## src/hw/rtl/srss_pkg.sv

```systemverilog
// shared types and constants for the score ranking selection sort block
package srss_pkg;

  // fixed field widths
  localparam int unsigned SLOT_W  = 3;
  localparam int unsigned SCORE_W = 16;

  // default number of entrant slots
  localparam int unsigned ENTRANTS_DEF = 6;

  // score every slot holds after reset
  localparam logic signed [SCORE_W-1:0] RESET_SCORE = 16'sd100;

  // sequencer states
  typedef enum logic [1:0] {
    ST_IDLE,
    ST_COPY,
    ST_SCAN,
    ST_SWAP
  } state_t;

endpackage

```

## src/hw/rtl/srss_if.sv

```systemverilog
// valid/ready channel interfaces for score updates and ranked results
interface srss_in_if;
  logic                                   valid;
  logic                                   ready;
  logic [srss_pkg::SLOT_W-1:0]            slot;
  logic signed [srss_pkg::SCORE_W-1:0]    new_score;

  modport source (output valid, output slot, output new_score, input ready);
  modport sink   (input valid, input slot, input new_score, output ready);
endinterface

interface srss_out_if;
  logic                                   valid;
  logic                                   ready;
  logic [srss_pkg::SLOT_W-1:0]            ranked_slot;
  logic signed [srss_pkg::SCORE_W-1:0]    ranked_score;
  logic                                   last;

  modport source (output valid, output ranked_slot, output ranked_score, output last,
                  input ready);
  modport sink   (input valid, input ranked_slot, input ranked_score, input last,
                  output ready);
endinterface

```

## src/hw/rtl/srss_store.sv

```systemverilog
// persistent slot score memory with per-entry valid bits for the reset value
module srss_store #(
  parameter int unsigned ENTRANTS = srss_pkg::ENTRANTS_DEF,
  localparam int unsigned SW = $clog2(ENTRANTS)
) (
  input  logic                                clk,
  input  logic                                rst_n,
  input  logic                                wr_en,
  input  logic [SW-1:0]                       wr_addr,
  input  logic signed [srss_pkg::SCORE_W-1:0] wr_score,
  input  logic                                rd_en,
  input  logic [SW-1:0]                       rd_addr,
  output logic signed [srss_pkg::SCORE_W-1:0] rd_score
);

  logic signed [srss_pkg::SCORE_W-1:0] mem [ENTRANTS];
  logic [ENTRANTS-1:0]                 valid_r;
  logic signed [srss_pkg::SCORE_W-1:0] rd_mem_r;
  logic                                rd_hit_r;

  // memory write and registered read
  always_ff @(posedge clk) begin
    if (wr_en) begin
      mem[wr_addr] <= wr_score;
    end
    if (rd_en) begin
      rd_mem_r <= mem[rd_addr];
    end
  end

  // written flags, cleared by reset
  always_ff @(posedge clk) begin
    if (!rst_n) begin
      valid_r  <= '0;
      rd_hit_r <= 1'b0;
    end else begin
      if (wr_en) begin
        valid_r[wr_addr] <= 1'b1;
      end
      if (rd_en) begin
        rd_hit_r <= valid_r[rd_addr];
      end
    end
  end

  // never-written entries read as the reset score
  assign rd_score = rd_hit_r ? rd_mem_r : srss_pkg::RESET_SCORE;

endmodule

```

## src/hw/rtl/srss_work.sv

```systemverilog
// working copy memory of scores and slot indexes used during the sort
module srss_work #(
  parameter int unsigned ENTRANTS = srss_pkg::ENTRANTS_DEF,
  localparam int unsigned SW = $clog2(ENTRANTS)
) (
  input  logic                                clk,
  input  logic                                wr_en,
  input  logic [SW-1:0]                       wr_addr,
  input  logic signed [srss_pkg::SCORE_W-1:0] wr_score,
  input  logic [SW-1:0]                       wr_slot,
  input  logic                                rd_en,
  input  logic [SW-1:0]                       rd_addr,
  output logic signed [srss_pkg::SCORE_W-1:0] rd_score,
  output logic [SW-1:0]                       rd_slot
);

  logic signed [srss_pkg::SCORE_W-1:0] score_mem [ENTRANTS];
  logic [SW-1:0]                       slot_mem  [ENTRANTS];

  // one write port, one registered read port
  always_ff @(posedge clk) begin
    if (wr_en) begin
      score_mem[wr_addr] <= wr_score;
      slot_mem[wr_addr]  <= wr_slot;
    end
    if (rd_en) begin
      rd_score <= score_mem[rd_addr];
      rd_slot  <= slot_mem[rd_addr];
    end
  end

endmodule

```

## src/hw/rtl/srss_seq.sv

```systemverilog
// sequencer: score update, copy, max scan with shared compare, swap and emit
module srss_seq #(
  parameter int unsigned ENTRANTS = srss_pkg::ENTRANTS_DEF,
  localparam int unsigned SW   = $clog2(ENTRANTS),
  localparam int unsigned CNTW = $clog2(ENTRANTS + 1),
  localparam int unsigned CW   = (srss_pkg::SLOT_W > CNTW) ? srss_pkg::SLOT_W : CNTW
) (
  input  logic                                clk,
  input  logic                                rst_n,
  srss_in_if.sink                             in_if,
  srss_out_if.source                          out_if,
  // slot score store
  output logic                                st_wr_en,
  output logic [SW-1:0]                       st_wr_addr,
  output logic signed [srss_pkg::SCORE_W-1:0] st_wr_score,
  output logic                                st_rd_en,
  output logic [SW-1:0]                       st_rd_addr,
  input  logic signed [srss_pkg::SCORE_W-1:0] st_rd_score,
  // working memory
  output logic                                wk_wr_en,
  output logic [SW-1:0]                       wk_wr_addr,
  output logic signed [srss_pkg::SCORE_W-1:0] wk_wr_score,
  output logic [SW-1:0]                       wk_wr_slot,
  output logic                                wk_rd_en,
  output logic [SW-1:0]                       wk_rd_addr,
  input  logic signed [srss_pkg::SCORE_W-1:0] wk_rd_score,
  input  logic [SW-1:0]                       wk_rd_slot
);

  localparam logic [CNTW-1:0] CNT_END  = CNTW'(ENTRANTS);
  localparam logic [SW-1:0]   POS_LAST = SW'(ENTRANTS - 1);

  srss_pkg::state_t state_r, state_nxt;

  logic [CNTW-1:0]                     cnt_r;
  logic [SW-1:0]                       pos_r;
  logic                                srd_vld_r;
  logic [SW-1:0]                       srd_addr_r;
  logic                                wrd_vld_r;
  logic [SW-1:0]                       wrd_addr_r;
  logic [SW-1:0]                       best_idx_r;
  logic signed [srss_pkg::SCORE_W-1:0] best_score_r;
  logic [SW-1:0]                       best_slot_r;
  logic signed [srss_pkg::SCORE_W-1:0] p_score_r;
  logic [SW-1:0]                       p_slot_r;
  logic                                out_vld_r;
  logic [srss_pkg::SLOT_W-1:0]         out_slot_r;
  logic signed [srss_pkg::SCORE_W-1:0] out_score_r;
  logic                                out_last_r;

  logic [CW-1:0] slot_ext;
  logic          slot_ok;
  logic          in_xfer;
  logic          issue_more;
  logic          scan_done;
  logic          out_free;
  logic          emit;
  logic          first_ret;
  logic          take_new;

  assign slot_ext   = CW'(in_if.slot);
  assign slot_ok    = slot_ext < CW'(ENTRANTS);
  assign in_xfer    = in_if.valid && in_if.ready;
  assign issue_more = cnt_r < CNT_END;
  assign scan_done  = wrd_vld_r && (wrd_addr_r == POS_LAST);
  assign out_free   = !out_vld_r || out_if.ready;
  assign first_ret  = wrd_addr_r == pos_r;
  // shared compare: later entry wins only when strictly larger
  assign take_new   = first_ret || (best_score_r < wk_rd_score);

  // next state
  always_comb begin
    state_nxt = state_r;
    case (state_r)
      srss_pkg::ST_IDLE: if (in_xfer) state_nxt = srss_pkg::ST_COPY;
      srss_pkg::ST_COPY: if (!issue_more) state_nxt = srss_pkg::ST_SCAN;
      srss_pkg::ST_SCAN: if (scan_done) state_nxt = srss_pkg::ST_SWAP;
      srss_pkg::ST_SWAP: begin
        if (out_free) begin
          state_nxt = (pos_r == POS_LAST) ? srss_pkg::ST_IDLE : srss_pkg::ST_SCAN;
        end
      end
      default: state_nxt = srss_pkg::ST_IDLE;
    endcase
  end

  // state outputs
  always_comb begin
    in_if.ready = 1'b0;
    st_wr_en    = 1'b0;
    st_rd_en    = 1'b0;
    wk_wr_en    = 1'b0;
    wk_wr_addr  = srd_addr_r;
    wk_wr_score = st_rd_score;
    wk_wr_slot  = srd_addr_r;
    wk_rd_en    = 1'b0;
    emit        = 1'b0;
    case (state_r)
      srss_pkg::ST_IDLE: begin
        in_if.ready = 1'b1;
        st_wr_en    = in_if.valid && slot_ok;
      end
      srss_pkg::ST_COPY: begin
        st_rd_en = issue_more;
        wk_wr_en = srd_vld_r;
      end
      srss_pkg::ST_SCAN: begin
        wk_rd_en = issue_more;
      end
      srss_pkg::ST_SWAP: begin
        // old entry at this position moves to where the maximum was
        emit        = out_free;
        wk_wr_en    = out_free;
        wk_wr_addr  = best_idx_r;
        wk_wr_score = p_score_r;
        wk_wr_slot  = p_slot_r;
      end
      default: ;
    endcase
  end

  assign st_wr_addr  = slot_ext[SW-1:0];
  assign st_wr_score = in_if.new_score;
  assign st_rd_addr  = cnt_r[SW-1:0];
  assign wk_rd_addr  = cnt_r[SW-1:0];

  // control registers
  always_ff @(posedge clk) begin
    if (!rst_n) begin
      state_r   <= srss_pkg::ST_IDLE;
      cnt_r     <= '0;
      pos_r     <= '0;
      srd_vld_r <= 1'b0;
      wrd_vld_r <= 1'b0;
      out_vld_r <= 1'b0;
    end else begin
      state_r   <= state_nxt;
      srd_vld_r <= st_rd_en;
      wrd_vld_r <= wk_rd_en;
      // counter and position
      if (in_xfer) begin
        cnt_r <= '0;
        pos_r <= '0;
      end else if (st_rd_en || wk_rd_en) begin
        cnt_r <= cnt_r + 1'b1;
      end else if (state_r == srss_pkg::ST_COPY) begin
        cnt_r <= '0;
      end else if (emit) begin
        pos_r <= pos_r + 1'b1;
        cnt_r <= CNTW'(pos_r) + 1'b1;
      end
      // result register
      if (emit) begin
        out_vld_r <= 1'b1;
      end else if (out_if.ready) begin
        out_vld_r <= 1'b0;
      end
    end
  end

  // read return tags and scan datapath
  always_ff @(posedge clk) begin
    srd_addr_r <= cnt_r[SW-1:0];
    wrd_addr_r <= cnt_r[SW-1:0];
    if (wrd_vld_r && first_ret) begin
      p_score_r <= wk_rd_score;
      p_slot_r  <= wk_rd_slot;
    end
    if (wrd_vld_r && take_new) begin
      best_idx_r   <= wrd_addr_r;
      best_score_r <= wk_rd_score;
      best_slot_r  <= wk_rd_slot;
    end
    if (emit) begin
      out_slot_r  <= srss_pkg::SLOT_W'(best_slot_r);
      out_score_r <= best_score_r;
      out_last_r  <= pos_r == POS_LAST;
    end
  end

  assign out_if.valid        = out_vld_r;
  assign out_if.ranked_slot  = out_slot_r;
  assign out_if.ranked_score = out_score_r;
  assign out_if.last         = out_last_r;

endmodule

```

## src/hw/rtl/score_ranking_selection_sort.sv

```systemverilog
// top level of the score ranking block: descending selection sort over slot scores
//
//  channel  | dir | handshake     | payload
//  ---------+-----+---------------+-------------------------------------------
//  in_if    | in  | valid / ready | slot[2:0], new_score[15:0] signed
//  out_if   | out | valid / ready | ranked_slot[2:0], ranked_score[15:0], last
//
//  an update runs a copy pass from the score store into the working memory, then a scan
//  through the working memory read port and a swap for each position
//  reset (rst_n low, synchronous) returns every slot to a score of 100 at once
//  a stalled result holds the sequencer in its swap step; a new update is taken
//  while the final result of the previous one still waits in the output register
module score_ranking_selection_sort #(
  parameter int unsigned ENTRANTS = srss_pkg::ENTRANTS_DEF,
  localparam int unsigned SW = $clog2(ENTRANTS)
) (
  input  logic        clk,
  input  logic        rst_n,
  srss_in_if.sink     in_if,
  srss_out_if.source  out_if
);

  logic                                st_wr_en;
  logic [SW-1:0]                       st_wr_addr;
  logic signed [srss_pkg::SCORE_W-1:0] st_wr_score;
  logic                                st_rd_en;
  logic [SW-1:0]                       st_rd_addr;
  logic signed [srss_pkg::SCORE_W-1:0] st_rd_score;
  logic                                wk_wr_en;
  logic [SW-1:0]                       wk_wr_addr;
  logic signed [srss_pkg::SCORE_W-1:0] wk_wr_score;
  logic [SW-1:0]                       wk_wr_slot;
  logic                                wk_rd_en;
  logic [SW-1:0]                       wk_rd_addr;
  logic signed [srss_pkg::SCORE_W-1:0] wk_rd_score;
  logic [SW-1:0]                       wk_rd_slot;

  // persistent scores
  srss_store #(.ENTRANTS(ENTRANTS)) u_store (
    .clk      (clk),
    .rst_n    (rst_n),
    .wr_en    (st_wr_en),
    .wr_addr  (st_wr_addr),
    .wr_score (st_wr_score),
    .rd_en    (st_rd_en),
    .rd_addr  (st_rd_addr),
    .rd_score (st_rd_score)
  );

  // sort working copy
  srss_work #(.ENTRANTS(ENTRANTS)) u_work (
    .clk      (clk),
    .wr_en    (wk_wr_en),
    .wr_addr  (wk_wr_addr),
    .wr_score (wk_wr_score),
    .wr_slot  (wk_wr_slot),
    .rd_en    (wk_rd_en),
    .rd_addr  (wk_rd_addr),
    .rd_score (wk_rd_score),
    .rd_slot  (wk_rd_slot)
  );

  // sequencer and compare unit
  srss_seq #(.ENTRANTS(ENTRANTS)) u_seq (
    .clk         (clk),
    .rst_n       (rst_n),
    .in_if       (in_if),
    .out_if      (out_if),
    .st_wr_en    (st_wr_en),
    .st_wr_addr  (st_wr_addr),
    .st_wr_score (st_wr_score),
    .st_rd_en    (st_rd_en),
    .st_rd_addr  (st_rd_addr),
    .st_rd_score (st_rd_score),
    .wk_wr_en    (wk_wr_en),
    .wk_wr_addr  (wk_wr_addr),
    .wk_wr_score (wk_wr_score),
    .wk_wr_slot  (wk_wr_slot),
    .wk_rd_en    (wk_rd_en),
    .wk_rd_addr  (wk_rd_addr),
    .wk_rd_score (wk_rd_score),
    .wk_rd_slot  (wk_rd_slot)
  );

endmodule

```

## src/flat_wrapper.sv

```systemverilog
// flat-port wrapper written by rule: the top's interface ports become plain ports
module score_ranking_selection_sort_flat 
#(
  parameter int unsigned ENTRANTS = srss_pkg::ENTRANTS_DEF,
  localparam int unsigned SW = $clog2(ENTRANTS)
)
  (clk, rst_n, in_if_valid, in_if_slot, in_if_new_score, in_if_ready, out_if_valid, out_if_ranked_slot, out_if_ranked_score, out_if_last, out_if_ready);
  srss_in_if in_if_i ();
  srss_out_if out_if_i ();
  input  logic clk;
  input  logic rst_n;
  input wire logic [$bits(in_if_i.valid)-1:0] in_if_valid;
  input wire logic [$bits(in_if_i.slot)-1:0] in_if_slot;
  input wire logic [$bits(in_if_i.new_score)-1:0] in_if_new_score;
  output wire logic [$bits(in_if_i.ready)-1:0] in_if_ready;
  output wire logic [$bits(out_if_i.valid)-1:0] out_if_valid;
  output wire logic [$bits(out_if_i.ranked_slot)-1:0] out_if_ranked_slot;
  output wire logic [$bits(out_if_i.ranked_score)-1:0] out_if_ranked_score;
  output wire logic [$bits(out_if_i.last)-1:0] out_if_last;
  input wire logic [$bits(out_if_i.ready)-1:0] out_if_ready;
  assign in_if_i.valid = in_if_valid;
  assign in_if_i.slot = in_if_slot;
  assign in_if_i.new_score = in_if_new_score;
  assign in_if_ready = in_if_i.ready;
  assign out_if_valid = out_if_i.valid;
  assign out_if_ranked_slot = out_if_i.ranked_slot;
  assign out_if_ranked_score = out_if_i.ranked_score;
  assign out_if_last = out_if_i.last;
  assign out_if_i.ready = out_if_ready;
  score_ranking_selection_sort #(.ENTRANTS(ENTRANTS)) u_core (.clk(clk), .rst_n(rst_n), .in_if(in_if_i), .out_if(out_if_i));
endmodule
```

## config.mk

```make
export PLATFORM = sky130hd
export DESIGN_NAME = score_ranking_selection_sort_flat
export DESIGN_NICKNAME = d
export VERILOG_FILES = /design/src/hw/rtl/srss_pkg.sv /design/src/hw/rtl/srss_if.sv /design/src/hw/rtl/srss_store.sv /design/src/hw/rtl/srss_work.sv /design/src/hw/rtl/srss_seq.sv /design/src/hw/rtl/score_ranking_selection_sort.sv /design/src/flat_wrapper.sv
export SDC_FILE = /design/constraint.sdc
export NUM_CORES = 1
export LEC_CHECK = 0
export BUFFER_PORTS_ARGS = -buffer_cell sky130_fd_sc_hd__buf_2
export CAP_MARGIN = 20
export CELL_PAD_IN_SITES_DETAIL_PLACEMENT = 1
export CELL_PAD_IN_SITES_GLOBAL_PLACEMENT = 1
export CORE_MARGIN = 2
export CORE_UTILIZATION = 40
export DETAILED_ROUTE_END_ITERATION = 16
export HOLD_SLACK_MARGIN = 0.1
export PLACE_DENSITY_LB_ADDON = 0.1
export SYNTH_ARGS = -nofsm -noshare
export SYNTH_HDL_FRONTEND = slang
export SYNTH_SLANG_ARGS = --single-unit
```

## constraint.sdc

```tcl
create_clock -name clk -period 3.75 [get_ports clk]
set_clock_uncertainty 0.1 [all_clocks]
set_input_delay 1.125 -clock clk [delete_from_list [all_inputs] [get_ports clk]]
set_output_delay 1.125 -clock clk [all_outputs]
set_load 0.01 [all_outputs]
```

==> out/qor.yml <==
cts:
  cts.sinks: 327
  path_clk_slew_ns: 0.06
  ctsHoldBuffers: 0
  cts_made_buffers: 36
  cts-htree-levels: 2
  cts_tree: "yes"
  cts_buffer_depth: 3
  ctsResizeCount: 0
  cts-root-buf: "clkbuf_16"
  postCtsSetupRepairBufs: 0
  clkLatencyLatePin_ns: 0.49
outcome:
  run_status: "finished clean"
critical_path:
  worst-setup-path-type: "reg2reg"
  r2r_slack_ns: 1.01
  critPathRequiredTime_ns: 3.84
  start_kind: "flop"
  crit_path_end_kind: "flop"
  crit_fanout: 13
  cp_data_arrival_time_ns: 2.82
logic_synthesis:
  synth_area_sq_mm: 0.0126
  synth_ff_type: "edfxtp_1"
  syn_inst: 722
  ys_ff_latch: 327
  yosysTopAreaCell: "edfxtp_1"
  async_flop_share: 0
  synth_edf_count: 306
  synth_area_leaders: "edfxtp_1, mux4_2, dfxtp_1"
  syn-num-nets: 763
  synth_cell_types: 50
  synth_seq_area_share: 0.763
  syn_area_per_cell_sq_um: 17.4
  synthTopCellsByCount: "edfxtp_1, nor2_1, nand2_1"
  yosysWarnings: 0
  synthMostInstantiatedCell: "edfxtp_1"
  netlist.area_leader.share: 0.730
floorplan:
  start_util: 0.408
  die_w_um: 181
  dieArea_sq_mm: 0.0329
  fp.dieH_um: 181
  coreArea_sq_mm: 0.0308
  ios: 45
  num_rows: 64
global_routing:
  grt_max_degree: 41
  grt_overflow: 0
  antenna_found_initial: 0
  grt_pass1_vias: 6844
  grt_pass1_wl_um: 39600
  grt_usage: 0.157
cells_and_area:
  finalCoreUtilization: 0.467
  area_growth_pct: 14.3
  drive_gt1_frac: 0.191
  fill_cells: 2914
  final_nets: 839
  diodes: 0
  final_cells: 1216
timing:
  hold_violations: 0
  min_period_ns: 2.74
  slew_headroom: 0.466
  tns_ns: 0
  finalCritPeriodShare: 0.730
  rsz0062_at_grt: "no"
  tightest_slew_ns: 0.802
  setup_viol: 0
  fmax_mhz: 365
  slew_viol_final: 0
min_path:
  hold_class: "reg2reg"
detailed_routing:
  wl_per_cell_um: 20.7
  drtIter0Drc: 332
  vias: 6303
  first_pass_iters: 4
  ant_nets: 0
  drc: 0
  vias_per_cell: 5.18
  routed_wl_um: 25200
power:
  peakVddDrop_mv: 0.402
  p_leak_nw: 4.88
  power_density_mw_per_mm2: 525
place:
  dp_hpwl_um: 16100
  gp_congestion: 0.728
  port_buffers: 44
  dpl.cell_count: 1156
job:
  maxCapViolCount: 0
## state kept, by name (all words and copies together), names as in the netlist, 6 cells and up
register                          cells
u_core.u_store.mem                   96
u_core.u_seq.best_score_r            16
u_core.u_work.slot_mem               18
u_core.u_store.rd_mem_r              16
u_core.u_work.score_mem              96
u_core.u_seq.out_if.ranked_score     16
u_core.u_store.valid_r                6
u_core.u_seq.p_score_r               16
u_core.u_work.rd_score               16
## metrics by stage
stage	hold slack, ns	worst slack, ns	power, mW	area [sq um]
6_report	0.330	1.01	7.56	14400
5_1_grt	0.347	0.776	7.82	14400
4_1_cts	0.330	0.930	7.67	14400
3_5_place_dp	0.309	0.971	4.39	13300
3_3_place_gp	0.317	1.05	4.38	13300
2_1_floorplan	0.271	0.820	4.30	12600
## kinds of logic after synthesis
kind of cell / count (synthesis) / synth area share
flops: 327 / 0.763
compound gates: 75 / 0.0355
xor+xnor: 7 / 0.00487
buf+inv: 55 / 0.0239
fa+ha+maj: 18 / 0.0179
simple gates: 167 / 0.0585
mux: 73 / 0.0963
## layout by cell type (no fill, tap or decap), types with 19 or more instances in the layout
| cell type | n |
|---|---|
| dfxtp_1 | 19 |
| inv_1 | 24 |
| a21oi_1 | 44 |
| nor2_1 | 68 |
| buf_2 | 44 |
| edfxtp_1 | 306 |
| clkbuf_16 | 37 |
| nand2_1 | 48 |
| buf_4 | 24 |
| mux2i_1 | 36 |
| mux4_2 | 32 |
## power breakdown
part / internal [mW] / switching [mW]
combinational: 0.106 / 0.149
clock: 1.95 / 1.31
sequential: 4.02 / 0.0261
## worst max-delay path: stages, from the launching register on
cell	delay [ns]
edfxtp_1	0.38
inv_1	0.06
ha_1	0.31
nand4_1	0.15
nor3_1	0.07
or3_1	0.37
a22oi_1	0.19
o311a_1	0.51
buf_4	0.31
## layer usage
layer	part of all wire	global-route usage
met1	0.46	0.214
met2	0.48	0.264
met3	0.035	0.0269
met4	0.020	0.0423
met5	0	0
## final timing paths
check                                                  from                            endpoint  cells past startpoint
worst max-delay path             u_core.u_work.rd_score[13]        u_core.u_seq.best_score_r[3]                      8
worst min-delay path            u_core.u_seq.best_slot_r[1]  u_core.u_seq.out_if.ranked_slot[1]                      0
worst max register to register   u_core.u_work.rd_score[13]        u_core.u_seq.best_score_r[3]                      8
worst min register to register  u_core.u_seq.best_slot_r[1]  u_core.u_seq.out_if.ranked_slot[1]                      0
## cell type report
class	instances	area (sq um)	area share
clock inverter	8	62.6	0.00435
timing repair buffer	69	420	0.0292
multi-input combinational	340	2690	0.187
inverter	24	90.1	0.00626
tap	396	495	0.0344
clock buffer	52	1020	0.0710
sequential	327	9610	0.668
Note: power is estimated with default switching activity, not from simulation.
